`src/hdl/hsfc_pkg.sv`:
```
// ----------------------------------------------------------------------------
// hsfc_pkg
// Shared types, constants and the CRC-8 byte update for the sensor frame
// checker and converter.
// ----------------------------------------------------------------------------
package hsfc_pkg;

	localparam logic [7:0]  CRC_POLY  = 8'h31;
	localparam logic [7:0]  CRC_INIT  = 8'hFF;
	localparam logic [17:0] DEN2      = 18'd131070;
	localparam int unsigned T_OFFSET  = 89 * 65535;
	localparam int unsigned H_OFFSET  = 65535;
	localparam int unsigned T_SCALE   = 350;
	localparam int unsigned H_SCALE   = 200;

	localparam logic [1:0] ST_OK       = 2'd0;
	localparam logic [1:0] ST_TEMP_BAD = 2'd1;
	localparam logic [1:0] ST_HUM_BAD  = 2'd2;

	typedef struct packed {
		logic [1:0]  status;
		logic [15:0] raw_temperature;
		logic [15:0] raw_humidity;
	} job_t;

	function automatic logic [7:0] crc_byte(input logic [7:0] crc, input logic [7:0] b);
		logic [7:0] c;
		c = crc ^ b;
		for (int i = 0; i < 8; i++) begin
			if (c[7]) begin
				c = {c[6:0], 1'b0} ^ CRC_POLY;
			end else begin
				c = {c[6:0], 1'b0};
			end
		end
		return c;
	endfunction

endpackage

```
`src/hdl/hsfc_byte_if.sv`:
```
// ----------------------------------------------------------------------------
// hsfc_byte_if
// Byte channel into the frame checker: one frame byte per beat.
// ----------------------------------------------------------------------------
interface hsfc_byte_if;
	logic       valid;
	logic       ready;
	logic [7:0] rx_byte;
	logic       first_byte;

	modport source (output valid, output rx_byte, output first_byte, input ready);
	modport sink   (input valid, input rx_byte, input first_byte, output ready);
endinterface

```
`src/hdl/hsfc_result_if.sv`:
```
// ----------------------------------------------------------------------------
// hsfc_result_if
// Result channel: one checked and converted measurement per beat.
// ----------------------------------------------------------------------------
interface hsfc_result_if;
	logic              valid;
	logic              ready;
	logic [1:0]        status;
	logic [15:0]       raw_temperature;
	logic [15:0]       raw_humidity;
	logic signed [8:0] temperature_celsius;
	logic [6:0]        humidity_percent;

	modport source (output valid, output status, output raw_temperature,
		output raw_humidity, output temperature_celsius, output humidity_percent,
		input ready);
	modport sink   (input valid, input status, input raw_temperature,
		input raw_humidity, input temperature_celsius, input humidity_percent,
		output ready);
endinterface

```
`src/hdl/humidity_sensor_frame_check_convert.sv`:
```
// ----------------------------------------------------------------------------
// humidity_sensor_frame_check_convert
// Checks the two CRC-8 bytes of a six-byte sensor frame and converts both
// raw words to whole degrees Celsius and percent relative humidity.
// ----------------------------------------------------------------------------
// Throughput: one byte beat per cycle; the front stalls only when the queue
// of finished frames is full.
// Path: a frame is pushed into the queue when its sixth byte is taken, then
// passes the three converter stages ahead of the output register; the queue
// and each stage hold their frame while the result channel stalls.
// Reset clears the frame position, CRC, error flag, queue and all valid bits.
// ----------------------------------------------------------------------------
module humidity_sensor_frame_check_convert
	import hsfc_pkg::*;
(
	input  logic          clk,
	input  logic          arst_n,
	hsfc_byte_if.sink     rx,
	hsfc_result_if.source meas
);

	logic push_valid;
	job_t push_job;
	logic full;
	logic pop_valid;
	job_t pop_job;
	logic pop_ready;

	hsfc_front u_front (
		.clk        (clk),
		.arst_n     (arst_n),
		.rx         (rx),
		.push_valid (push_valid),
		.push_job   (push_job),
		.full       (full)
	);

	hsfc_queue u_queue (
		.clk        (clk),
		.arst_n     (arst_n),
		.push_valid (push_valid),
		.push_job   (push_job),
		.full       (full),
		.pop_valid  (pop_valid),
		.pop_job    (pop_job),
		.pop_ready  (pop_ready)
	);

	hsfc_back u_back (
		.clk       (clk),
		.arst_n    (arst_n),
		.pop_valid (pop_valid),
		.pop_job   (pop_job),
		.pop_ready (pop_ready),
		.meas      (meas)
	);

endmodule

```
`src/hdl/hsfc_front.sv`:
```
// ----------------------------------------------------------------------------
// hsfc_front
// Tracks the frame position, runs the CRC-8 checks, assembles both words and
// hands a finished frame to the queue.
// ----------------------------------------------------------------------------
module hsfc_front
	import hsfc_pkg::*;
(
	input  logic        clk,
	input  logic        arst_n,
	hsfc_byte_if.sink   rx,
	output logic        push_valid,
	output job_t        push_job,
	input  logic        full
);

	localparam logic [2:0] POS_T_MSB = 3'd0;
	localparam logic [2:0] POS_T_LSB = 3'd1;
	localparam logic [2:0] POS_T_CRC = 3'd2;
	localparam logic [2:0] POS_H_MSB = 3'd3;
	localparam logic [2:0] POS_H_LSB = 3'd4;
	localparam logic [2:0] POS_H_CRC = 3'd5;

	logic [2:0]  pos_q;
	logic [7:0]  crc_q;
	logic [1:0]  err_q;
	logic [15:0] traw_q;
	logic [15:0] hraw_q;

	logic        accept;
	logic        restart;
	logic [2:0]  pos;
	logic [7:0]  crc_base;
	logic [1:0]  err_base;
	logic [7:0]  crc_next;
	logic [1:0]  err_final;

	assign rx.ready = !full;
	assign accept   = rx.valid && rx.ready;
	assign restart  = rx.first_byte || (pos_q > POS_H_CRC);
	assign pos      = restart ? POS_T_MSB : pos_q;
	assign crc_base = restart ? CRC_INIT : crc_q;
	assign err_base = restart ? ST_OK : err_q;
	assign crc_next = crc_byte(crc_base, rx.rx_byte);

	assign err_final = (err_base == ST_OK && crc_base != rx.rx_byte) ? ST_HUM_BAD : err_base;

	assign push_valid               = accept && (pos == POS_H_CRC);
	assign push_job.status          = err_final;
	assign push_job.raw_temperature = traw_q;
	assign push_job.raw_humidity    = hraw_q;

	always_ff @(posedge clk or negedge arst_n) begin
		if (!arst_n) begin
			pos_q <= POS_T_MSB;
			crc_q <= CRC_INIT;
			err_q <= ST_OK;
		end else if (accept) begin
			pos_q <= (pos == POS_H_CRC) ? POS_T_MSB : pos + 3'd1;
			unique case (pos)
				POS_T_MSB, POS_T_LSB, POS_H_MSB, POS_H_LSB: begin
					crc_q <= crc_next;
					err_q <= err_base;
				end
				POS_T_CRC: begin
					crc_q <= CRC_INIT;
					err_q <= (crc_base != rx.rx_byte) ? ST_TEMP_BAD : ST_OK;
				end
				default: begin
					crc_q <= CRC_INIT;
					err_q <= err_final;
				end
			endcase
		end
	end

	always_ff @(posedge clk) begin
		if (accept) begin
			unique case (pos)
				POS_T_MSB: traw_q[15:8] <= rx.rx_byte;
				POS_T_LSB: traw_q[7:0]  <= rx.rx_byte;
				POS_H_MSB: hraw_q[15:8] <= rx.rx_byte;
				POS_H_LSB: hraw_q[7:0]  <= rx.rx_byte;
				default: begin
				end
			endcase
		end
	end

endmodule

```
`src/hdl/hsfc_queue.sv`:
```
// ----------------------------------------------------------------------------
// hsfc_queue
// Two-entry queue of finished frames between the checker and the converter.
// ----------------------------------------------------------------------------
module hsfc_queue
	import hsfc_pkg::*;
(
	input  logic clk,
	input  logic arst_n,
	input  logic push_valid,
	input  job_t push_job,
	output logic full,
	output logic pop_valid,
	output job_t pop_job,
	input  logic pop_ready
);

	job_t       entry_q [2];
	logic       wr_ptr_q;
	logic       rd_ptr_q;
	logic [1:0] count_q;
	logic       push;
	logic       pop;

	assign full      = (count_q == 2'd2);
	assign pop_valid = (count_q != 2'd0);
	assign pop_job   = entry_q[rd_ptr_q];
	assign push      = push_valid && !full;
	assign pop       = pop_valid && pop_ready;

	always_ff @(posedge clk or negedge arst_n) begin
		if (!arst_n) begin
			wr_ptr_q <= 1'b0;
			rd_ptr_q <= 1'b0;
			count_q  <= 2'd0;
		end else begin
			if (push) begin
				wr_ptr_q <= !wr_ptr_q;
			end
			if (pop) begin
				rd_ptr_q <= !rd_ptr_q;
			end
			count_q <= count_q + 2'(push) - 2'(pop);
		end
	end

	always_ff @(posedge clk) begin
		if (push) begin
			entry_q[wr_ptr_q] <= push_job;
		end
	end

endmodule

```
`src/hdl/hsfc_back.sv`:
```
// ----------------------------------------------------------------------------
// hsfc_back
// Converter pipeline: scales both raw words and divides by 131070 through a
// shift estimate with one correction step, then holds the result for output.
// ----------------------------------------------------------------------------
module hsfc_back
	import hsfc_pkg::*;
(
	input  logic          clk,
	input  logic          arst_n,
	input  logic          pop_valid,
	input  job_t          pop_job,
	output logic          pop_ready,
	hsfc_result_if.source meas
);

	logic               v_s1, v_s2, v_s3, v_out_q;
	logic               en_s1, en_s2, en_s3, en_out;

	job_t               job_s1, job_s2, job_s3, job_out_q;
	logic signed [25:0] tn_s1;
	logic [23:0]        hn_s1;
	logic [24:0]        tmag_s2;
	logic               tneg_s2, tneg_s3;
	logic [23:0]        hmag_s2;
	logic [7:0]         tq0_s3;
	logic [17:0]        tr_s3;
	logic [6:0]         hq0_s3;
	logic [17:0]        hr_s3;
	logic signed [8:0]  temp_out_q;
	logic [6:0]         hum_out_q;

	logic [24:0]        tprod;
	logic [7:0]         tq0;
	logic [6:0]         hq0;
	logic [24:0]        trem;
	logic [23:0]        hrem;
	logic [8:0]         tq;
	logic [6:0]         hq;

	assign en_out    = !v_out_q || meas.ready;
	assign en_s3     = !v_s3 || en_out;
	assign en_s2     = !v_s2 || en_s3;
	assign en_s1     = !v_s1 || en_s2;
	assign pop_ready = en_s1;

	assign tprod = 25'(pop_job.raw_temperature) * 25'(T_SCALE);
	assign tq0   = tmag_s2[24:17];
	assign hq0   = hmag_s2[23:17];
	assign trem  = tmag_s2 - ((25'(tq0) << 17) - (25'(tq0) << 1));
	assign hrem  = hmag_s2 - ((24'(hq0) << 17) - (24'(hq0) << 1));
	assign tq    = 9'(tq0_s3) + 9'(tr_s3 >= DEN2);
	assign hq    = hq0_s3 + 7'(hr_s3 >= DEN2);

	always_ff @(posedge clk or negedge arst_n) begin
		if (!arst_n) begin
			v_s1    <= 1'b0;
			v_s2    <= 1'b0;
			v_s3    <= 1'b0;
			v_out_q <= 1'b0;
		end else begin
			if (en_s1) begin
				v_s1 <= pop_valid;
			end
			if (en_s2) begin
				v_s2 <= v_s1;
			end
			if (en_s3) begin
				v_s3 <= v_s2;
			end
			if (en_out) begin
				v_out_q <= v_s3;
			end
		end
	end

	always_ff @(posedge clk) begin
		if (en_s1) begin
			job_s1 <= pop_job;
			tn_s1  <= $signed({1'b0, tprod}) - $signed(26'(T_OFFSET));
			hn_s1  <= 24'(pop_job.raw_humidity) * 24'(H_SCALE) + 24'(H_OFFSET);
		end
		if (en_s2) begin
			job_s2  <= job_s1;
			tneg_s2 <= tn_s1[25];
			tmag_s2 <= tn_s1[25] ? 25'(-tn_s1) : tn_s1[24:0];
			hmag_s2 <= hn_s1;
		end
		if (en_s3) begin
			job_s3  <= job_s2;
			tneg_s3 <= tneg_s2;
			tq0_s3  <= tq0;
			tr_s3   <= trem[17:0];
			hq0_s3  <= hq0;
			hr_s3   <= hrem[17:0];
		end
		if (en_out) begin
			job_out_q  <= job_s3;
			temp_out_q <= tneg_s3 ? $signed(-tq) : $signed(tq);
			hum_out_q  <= hq;
		end
	end

	assign meas.valid               = v_out_q;
	assign meas.status              = job_out_q.status;
	assign meas.raw_temperature     = job_out_q.raw_temperature;
	assign meas.raw_humidity        = job_out_q.raw_humidity;
	assign meas.temperature_celsius = temp_out_q;
	assign meas.humidity_percent    = hum_out_q;

endmodule

```
`src/flat_wrapper.sv`:
```
// flat-port wrapper written by rule: the top's interface ports become plain ports
module humidity_sensor_frame_check_convert_flat import hsfc_pkg::*;
  (clk, arst_n, rx_valid, rx_rx_byte, rx_first_byte, rx_ready, meas_valid, meas_status, meas_raw_temperature, meas_raw_humidity, meas_temperature_celsius, meas_humidity_percent, meas_ready);
  hsfc_byte_if rx_i ();
  hsfc_result_if meas_i ();
  input  logic clk;
  input  logic arst_n;
  input wire logic [$bits(rx_i.valid)-1:0] rx_valid;
  input wire logic [$bits(rx_i.rx_byte)-1:0] rx_rx_byte;
  input wire logic [$bits(rx_i.first_byte)-1:0] rx_first_byte;
  output wire logic [$bits(rx_i.ready)-1:0] rx_ready;
  output wire logic [$bits(meas_i.valid)-1:0] meas_valid;
  output wire logic [$bits(meas_i.status)-1:0] meas_status;
  output wire logic [$bits(meas_i.raw_temperature)-1:0] meas_raw_temperature;
  output wire logic [$bits(meas_i.raw_humidity)-1:0] meas_raw_humidity;
  output wire logic [$bits(meas_i.temperature_celsius)-1:0] meas_temperature_celsius;
  output wire logic [$bits(meas_i.humidity_percent)-1:0] meas_humidity_percent;
  input wire logic [$bits(meas_i.ready)-1:0] meas_ready;
  assign rx_i.valid = rx_valid;
  assign rx_i.rx_byte = rx_rx_byte;
  assign rx_i.first_byte = rx_first_byte;
  assign rx_ready = rx_i.ready;
  assign meas_valid = meas_i.valid;
  assign meas_status = meas_i.status;
  assign meas_raw_temperature = meas_i.raw_temperature;
  assign meas_raw_humidity = meas_i.raw_humidity;
  assign meas_temperature_celsius = meas_i.temperature_celsius;
  assign meas_humidity_percent = meas_i.humidity_percent;
  assign meas_i.ready = meas_ready;
  humidity_sensor_frame_check_convert u_core (.clk(clk), .arst_n(arst_n), .rx(rx_i), .meas(meas_i));
endmodule
```
`config.mk`:
```
export PLATFORM = sky130hd
export DESIGN_NAME = humidity_sensor_frame_check_convert_flat
export DESIGN_NICKNAME = d
export VERILOG_FILES = /design/src/hdl/hsfc_pkg.sv /design/src/hdl/hsfc_byte_if.sv /design/src/hdl/hsfc_result_if.sv /design/src/hdl/humidity_sensor_frame_check_convert.sv /design/src/hdl/hsfc_front.sv /design/src/hdl/hsfc_queue.sv /design/src/hdl/hsfc_back.sv /design/src/flat_wrapper.sv
export SDC_FILE = /design/constraint.sdc
export NUM_CORES = 1
export LEC_CHECK = 0
export ABC_AREA = 1
export ABC_CLOCK_PERIOD_IN_PS = 9900
export BUFFER_PORTS_ARGS = -buffer_cell sky130_fd_sc_hd__buf_2
export CORE_MARGIN = 3
export CORE_UTILIZATION = 30
export CTS_CLUSTER_SIZE = 12
export DETAILED_ROUTE_END_ITERATION = 12
export SLEW_MARGIN = 10
export SYNTH_ARGS = -nofsm -noshare
export SYNTH_HDL_FRONTEND = slang
export SYNTH_SLANG_ARGS = --single-unit
```
`constraint.sdc`:
```
create_clock -name clk -period 9.9 [get_ports clk]
set_input_delay 1.485 -clock clk [delete_from_list [all_inputs] [get_ports clk]]
set_output_delay 1.485 -clock clk [all_outputs]
set_load 0.02 [all_outputs]
```
# Yosys cells after proc, flatten, opt, wreduce, memory -nomap -nowiden

Memories as Yosys holds them, arrays and structs flattened.
Cells that the tools add are included.

Add/subtract/negate cells: 13
$mul: 2
Divide/modulo/power cells: 0
Magnitude comparators: 3
Equality and inequality tests: 7
Shifts and indexed selects: 0
Mux-type cells: 20
Bitwise logic cells: 9
Reductions and logical operators: 25

Operators with widths:

| kind                   | count |
|---|---|
| $mux 6                 | 8 |
| $ge 18x17->1 const B   | 2 |
| $sub 18x18->18         | 2 |
| $sub 25x23->26 const B | 1 |
| $mux 25                | 1 |
| $neg 25->25            | 1 |
| $add 24x16->24 const B | 1 |
| $mul 16x8->24 const B  | 1 |
| $not 3->3              | 8 |
| $mul 16x5->21 const B  | 1 |
| $sub 18x8->18          | 1 |
| $sub 18x9->18          | 1 |
| $mux 8                 | 2 |
| $add 8x1->9            | 1 |
| $mux 9                 | 1 |
| $neg 9->9              | 1 |
| $ne 8x8->1             | 1 |
| $reduce_and 2->1       | 4 |
| $xor 8x8->8            | 1 |
| $add 7x1->7            | 1 |
| $logic_not 1->1        | 7 |
| $eq 3x2->1 const B     | 2 |
| $eq 3x3->1 const B     | 2 |
| $mux 3                 | 2 |
| other kinds (15)       | 26 |

Register bits: 357
Latch bits: 0
Memory bits (writable): 68
Bits in read-only memories: 0
Input port bits: 13
Output and inout port bits: 52
Word-level logic and storage cells: 118
Memories kept: 1

Memory list:

| memory                 | depth | bits a word | read ports | clocked after Yosys merged registers in | write ports | line             | RTL |
|---|---|---|---|---|---|---|---|
| u_core.u_queue.entry_q | 2     | 34          | 1          | 0                                       | 1           | hsfc_queue.sv:18 | `job_t entry_q [2];` |

# Depth between registers and ports, before layout

Gate-level depths: netlist (run 1).

Word-level depth: 21
Mapped depth: 31

# By module

A second synthesis (run 1) with hierarchy kept.

Cell total of the unflattened synthesis: 2052
Area, all modules: 22614.2 µm²

By module, submodules not included:

| module     | times used | cells each | area an instance (µm²) | sequential area each (µm²) |
|---|---|---|---|---|
| hsfc_back  | 1          | 1647       | 17733.3                | 8898.5 |
| hsfc_queue | 1          | 210        | 2763.9                 | 2142.1 |
| hsfc_front | 1          | 195        | 2117.0                 | 1296.2 |

# Worst setup path after synthesis (run 1)

Ideal clock, no wire load.

Path type: input to register
Start point: in meas_ready
End point: reg u_core.u_back.hn_s1[10], enable pin
Library setup time: 0.434 ns
Arrival time: 7.810 ns
Required time: 9.466 ns
Slack: 1.656 ns
Stages: 8
Cells stage by stage: nor2_1 > inv_1 > nor2_1 > inv_1 > nor2_1 > inv_1 > nor2_1 > inv_1

Longest elaborated chain between the ends: 4

Ends and longest elaborated chain:

| item                           | line               | RTL |
|---|---|---|
| from (decl)                    | flat_wrapper.sv:18 | `input wire logic [$bits(meas_i.ready)-1:0] meas_ready;` |
| $logic_or 1x1->1               | hsfc_back.sv:41    | `assign en_out = !v_out_q \|\| meas.ready;` |
| named net u_core.u_back.en_out | hsfc_back.sv:18    | `logic en_s1, en_s2, en_s3, en_out;` |
| $logic_or 1x1->1               | hsfc_back.sv:42    | `assign en_s3 = !v_s3 \|\| en_out;` |
| named net u_core.u_back.en_s3  | hsfc_back.sv:18    |  |
| $logic_or 1x1->1               | hsfc_back.sv:43    | `assign en_s2 = !v_s2 \|\| en_s3;` |
| named net u_core.u_back.en_s2  | hsfc_back.sv:18    |  |
| $logic_or 1x1->1               | hsfc_back.sv:44    | `assign en_s1 = !v_s1 \|\| en_s2;` |
| to (signal assigned)           | hsfc_back.sv:81    | `hn_s1 <= 24'(pop_job.raw_humidity) * 24'(H_SCALE) + 24'(H_OFFSET);` |
| to (decl)                      | hsfc_back.sv:22    | `logic [23:0] hn_s1;` |

The timed path passes the listed nets, and every way through them passes these cells.
A chain may end at the register's enable or synchronous reset.

==> reports/metrics.yaml, run 1 <==
status: "complete, no violations"
yosys_warnings: 0
syn_area_um2: 22000
clockBufferDepth: 3
hold_path.class: "flop to flop"
antenna_left: 0
drt-pass1-iter-count: 6
cap_viol_max_count: 0
ys.flop_type: "edfxtp_1"
grt_pass1_vias: 13300
start_kind: "flop"
worst_pin_slew_ns: 0.945
ys_types: 42
hpwlAfterDp_um: 32000
dieArea_um2: 76600
setup_viol: 0
synth_top_cell_by_area: "edfxtp_1"
period_share_pct: 58.5
finalSetupTns_ns: 0
routed_wl_um: 42500
r2r.worst_path.cells: 26
cpMostUsedCell: "nand2_1"
io_buffers: 64
critical_path.endpoint_type: "flop"
grt_max_degree: 69
io_pins: 65
nets: 2296
max_stage_delay_ns: 0.53
cts_tree: "built"
period_minus_slack_ns: 5.79
die_w_um: 277
ys_seq_area_share_pct: 56.1
root_buffer: "clkbuf_16"
cts_made_buffers: 46
rows: 98
viasPerCell: 4.33
diodes: 0
maxSlewViolCount: 0
worst-path-max-fanout: 33
crit_family: "adder cells"
hold_violations: 0
avgSynthCellArea_um2: 11.4
ctsHoldBuffers: 0
drive_above_1_share_pct: 9.11
die_h_um: 277
nFillCells: 7091
initial_core_util_pct: 30.5
final_common_cell: "edfxtp_1"
core_area_um2: 72000
areaGrowthSynthToFinish_pct: 13.4
synthTopCellsByArea: "edfxtp_1 (54%), ha_1 (11%), inv_1 (6.4%)"
clock_latency_ns: 0.57
grt-ovfl-total: 0
post_cts_buffers: 0
syn_inst: 1924
rsz0062_at_grt: "false"
wire_per_inst_um: 14.1
via_count: 13100
grt_usage_pct: 11.1
drcViolationCount: 0
worstPathRequired_ns: 10.22
layout_common_cells: "edfxtp_1 (393), inv_1 (372), nand2_1 (336), ha_1 (186), xor2_1 (99)"
worst-path-buf-inv: 6
grt_pass1_wl_um: 69600
path_depth: 26
syn-num-nets: 2190
ys_ff_latch: 414
htreeDepth: 2
min_path_cells: 0
synth.top_cell.area_share_pct: 53.7
finClkSkew_ns: 0.0216
clk_pin_slew_worst_paths_ns: 0.06
grt_antenna_before_repair: 1
post_cts_resized: 0
synthArstFlopShare_pct: 5.07
place.gp.congestion: 0.847
synth_edf_count: 393
cp_slowest_cell: "fa_1"
worstSetupPathType: "flop to flop"
crit_arrival_ns: 6.11
drt_iter0_drc: 647
fmax_mhz: 173
relSlewSlack_pct: 37.0
clkSinkCount: 414
-- registers in the layout (all words and copies together) (netlist names), 8 cells and up --
register                                cells
u_core.u_back.hmag_s2                      21
u_core.u_back.tq0_s3                        8
u_core.u_front.hraw_q                      16
u_core.u_back.job_s1                       34
u_core.u_back.meas.raw_temperature         16
u_core.u_back.meas.raw_humidity            16
u_core.u_back.tn_s1                        24
u_core.u_front.crc_q                        8
u_core.u_back.job_s3                       34
u_core.u_back.job_s2                       34
u_core.u_back.hr_s3                        17
u_core.u_back.meas.temperature_celsius      9
u_core.u_queue.entry_q                     68
u_core.u_back.hn_s1                        21
u_core.u_back.tmag_s2                      24
u_core.u_back.tr_s3                        17
u_core.u_front.traw_q                      16
-- synthesized netlist by cell type, drive strengths merged, types with 12 or more instances --
master,count
fa,67
o21ai,46
nand4,27
xor2,99
inv,379
or2,20
nand2,342
nor2,97
dfrtp,13
xnor2,28
edfxtp,393
nand3,81
ha,186
a21oi,68
clkbuf,12
-- worst register-to-register path, stage by stage (launching register included) --
cell and delay, ns:
dfrtp_1 0.36, inv_2 0.22, or2_2 0.37, o21ai_0 0.15, inv_1 0.24, ha_1 0.33
inv_1 0.05, fa_1 0.53, inv_1 0.06, fa_1 0.53, inv_1 0.05, fa_1 0.53
inv_1 0.04, ha_1 0.35, nand2_1 0.18, nor2_1 0.35, nand2_1 0.12, nand2_2 0.14
nand4_1 0.14, nand2_1 0.09, nand2_1 0.05, nand2_1 0.16, nand2_1 0.11, nor2_1 0.14
nand2_1 0.09, nand3_1 0.09, nand2_1 0.06
-- layout make-up --
cell class                      count  area (um^2)  area share [%]
Timing Repair Buffer               72          380            1.53
Clock buffer                       57         1200            4.83
Inverter                          379         1430            5.72
Clock inverter                     24          216           0.869
Tap cell                          950         1190            4.77
Multi-Input combinational cell   1117         8170            32.8
Sequential cell                   414        12300            49.5
-- path summary, 6_finish.rpt --
| check | startpoint | to | slack [ns] |
|---|---|---|---|
| max in group asynchronous | arst_n | u_core.u_front.crc_q[0] | 8.67 |
| worst max-delay path | u_core.u_queue.rd_ptr_q | u_core.u_back.tn_s1[23] | 4.11 |
| worst max register to register | u_core.u_queue.rd_ptr_q | u_core.u_back.tn_s1[23] | 4.11 |
| worst min-delay path | u_core.u_back.job_s2[9] | u_core.u_back.job_s3[9] | 0.40 |
| min in group asynchronous | arst_n | u_core.u_front.pos_q[0] | 0.87 |
| worst min register to register | u_core.u_back.job_s2[9] | u_core.u_back.job_s3[9] | 0.40 |
-- through the flow --
step | std cells | utilization (%) | worst slack [ns] | hold slack (ns) | cell area [um^2]
6_report | 3013 | 34.6 | 4.11 | 0.399 | 24900
5_1_grt | 3013 | 34.6 | 3.63 | 0.418 | 24900
4_1_cts | 3013 | 34.6 | 4.05 | 0.407 | 24900
3_5_place_dp | 2932 | 32.6 | 4.08 | 0.405 | 23500
3_3_place_gp | 2932 | 32.6 | 4.09 | 0.403 | 23500
2_1_floorplan | 1924 | - | 1.66 | 0.400 | 22000
-- cell families after synthesis --
kind of cell | Yosys count | share of synthesized area (%)
and+or+nand+nor | 586 | 11.5
DFF | 414 | 56.1
buffers and inverters | 393 | 6.75
adders and majority gates | 253 | 16.7
AOI/OAI and AO/OA | 151 | 3.87
xor gates and xnor gates | 127 | 5.06
-- metal layers --
layer / routed length (um) / up-vias / track usage, %
met2: 20000 / 189 / 18.7
met1: 20200 / 6250 / 14.9
li1: - / 6579 / -
met4: 682 / 0 / 2.63
met5: 0 / - / 0
met3: 1710 / 41 / 2.12
Power of run 1 is not shown: default switching activity piles up to over one toggle a cycle in this logic, so the estimate is an artifact.
==> run 2, diff against run 1 <==
- ABC_CLOCK_PERIOD_IN_PS: 9900 -> 5900
- clock period: 9.9 -> 5.9 ns (I/O delays scaled with it)
==> run 2 against run 1 <==
  * Via count shrank 0.13%
  * Setup slack lost 3.7 ns
  * Clock skew grew 0.0095 ns
  * Routed wire length shrank 1.8%
  * Register-to-register slack lost 3.7 ns
  * Design area grew 0.87%
  * Flip-flop and latch count is the same
==> reports/metrics.yaml, run 2 (synthesis gave the netlist of run 1 again) <==
status: "complete, no violations"
nets: 2304  # +0.35%
layout_common_cells: "edfxtp_1 (393), inv_1 (372), nand2_1 (335), ha_1 (186), xor2_1 (99)"
cap_viol_max_count: 0  # unchanged
start_kind: "flop"
root_buffer: "clkbuf_16"
cts_made_buffers: 47  # +2.2%
period_share_pct: 93.2  # +35 points
final_area_um2: 25100  # +0.87%
grt_antenna_before_repair: 0  # -1
setup_viol: 0  # unchanged
crit_family: "adder cells"
grt-ovfl-total: 0  # unchanged
clock_latency_ns: 0.58  # about the same
r2r-start: "u_core.u_queue.rd_ptr_q"
dpl_cell_area_um2: 23600  # +0.40%
post_cts_buffers: 0  # unchanged
critical_path.endpoint_type: "flop"
drcViolationCount: 0  # unchanged
areaGrowthSynthToFinish_pct: 14.3
core_area_um2: 72000  # unchanged
dieArea_um2: 76600  # unchanged
relSlewSlack_pct: 32.6  # -4.4 points
drt-pass1-iter-count: 5  # -1
hold_path.class: "input pin to asynchronous set/reset pin"
grt_pass1_vias: 13300  # +0.17%
grt_usage_pct: 10.9  # -0.23 points
regMostFlops: "u_core.u_queue.entry_q"
largest_reg_flops: 68  # unchanged
worst-path-buf-inv: 5  # -1
initial_core_util_pct: 30.5  # unchanged
worstPathRequired_ns: 6.21  # -4.01 ns
die_w_um: 277  # unchanged
rows: 98  # unchanged
fmax_mhz: 182  # +5.3%
crit_chain: "inv_2 > or2_2 > o21ai_0 > buf_4 > inv_1 > ha_1 > fa_1 > fa_1 > inv_1 > fa_1 > inv_1 > ha_1 > nand2_1 > nor2_1 > nand2_1 > nand4_1 > nand2_1 > nor2_1 > nand3_2 > nand2_2 > nand3_1 > nand3_1 > nand2_1"
htreeDepth: 2  # unchanged
post_cts_resized: 0  # unchanged
regArea_um2: 12300  # about the same
rsz0062_at_grt: "false"
wire_per_inst_um: 13.8  # -2.1%
cp_slowest_cell: "fa_1"
diodes: 0  # unchanged
nFillCells: 7052  # -0.55%
cpMostUsedCell: "nand2_1"
die_h_um: 277  # unchanged
routed_wl_um: 41800  # -1.8%
cp-startpoint: "u_core.u_queue.rd_ptr_q"
hpwlAfterDp_um: 31500  # -1.7%
ctsHoldBuffers: 0  # unchanged
via_count: 13000  # -0.13%
hold_violations: 0  # unchanged
worstSetupPathType: "flop to flop"
io_pins: 65  # unchanged
max_stage_delay_ns: 0.54  # about the same
cts_tree: "built"
crit_arrival_ns: 5.81  # -0.30 ns
worst_pin_slew_ns: 1.01  # +0.0656 ns
final_common_cell: "edfxtp_1"
multi_input_area_um2: 8220  # +0.63%
clkSinkCount: 414  # unchanged
drt_iter0_drc: 659  # +1.9%
grt_pass1_wl_um: 68400  # -1.8%
io_buffers: 64  # unchanged
clockBufferDepth: 3  # unchanged
maxSlewViolCount: 0  # unchanged
place.gp.congestion: 0.838  # -1.1%
period_minus_slack_ns: 5.50  # -0.291 ns
antenna_left: 0  # unchanged
grt_max_degree: 77  # +12%
drive_above_1_share_pct: 9.94  # +0.82 points
viasPerCell: 4.31  # -0.46%
finClkSkew_ns: 0.0311  # +0.00952 ns
worst-path-max-fanout: 22  # -33%
clk_pin_slew_worst_paths_ns: 0.06  # about the same
run 2: cell count changes in the layout (fill, tap and decap cells not counted), moves of 2 or more:
cell       delta
nor2_1        -5
clkbuf_1      +4
clkinv_2      -2
buf_4         +7
clkinv_1      -3
nor2_4        +5
bufinv_16     +2
clkbuf_16     +2
run 2: final timing paths:
kind / to / slack (ns) / cells after the start
setup / recovery: u_core.u_back.tn_s1[24] / 0.40 / 23
hold / removal: u_core.u_front.pos_q[2] / 0.28 / 1
setup reg to reg: u_core.u_back.tn_s1[24] / 0.40 / 23
hold reg to reg: u_core.u_back.job_s3[2] / 0.41 / 0
max in group asynchronous: u_core.u_queue.rd_ptr_q / 5.24 / 1
min in group clk: u_core.u_back.job_s3[2] / 0.41 / 0
run 2: worst register-to-register path: stages, from the launching register on:
cell	delay (ns)
dfrtp_2	0.46
inv_2	0.28
or2_2	0.17
o21ai_0	0.07
buf_4	0.15
inv_1	0.19
ha_1	0.30
fa_1	0.51
fa_1	0.55
inv_1	0.05
fa_1	0.52
inv_1	0.04
ha_1	0.41
nand2_1	0.17
nor2_1	0.33
nand2_1	0.16
nand4_1	0.11
nand2_1	0.08
nor2_1	0.15
nand3_2	0.14
nand2_2	0.12
nand3_1	0.10
nand3_1	0.10
nand2_1	0.06
run 2: final cells by class:
class,count,area share [%]
clock inverters,20,0.951
flip-flops and latches,414,49.1
multi-input cells,1117,32.7
well taps,950,4.73
clock buffers,64,5.10
repair buffers,79,1.72
inverters,379,5.72
run 2: metal layers:
layer / global-route usage (%) / vias to the layer above / part of all wire [%]
met2: 18.5 / 184 / 47
met3: 1.80 / 51 / 3.6
met4: 3.08 / 0 / 2.0
met5: 0 / - / 0
li1: - / 6588 / -
met1: 14.4 / 6219 / 47
run 2: metrics by stage:
step | instances | utilization, % | worst slack, ns | setup TNS, ns | hold slack, ns
finish | 3023 | 34.9 | 0.402 | 0 | 0.283
global route | 3023 | 34.9 | 0.0248 | 0 | 0.285
CTS | 3023 | 34.9 | 0.253 | 0 | 0.262
detailed placement | 2939 | 32.8 | 0.307 | 0 | 0.405
global placement | 2939 | 32.8 | 0.303 | 0 | 0.403
floorplan | 1924 | - | -0.545 | -43.38 | 0.400
Power of run 2 is left out for the same reason.
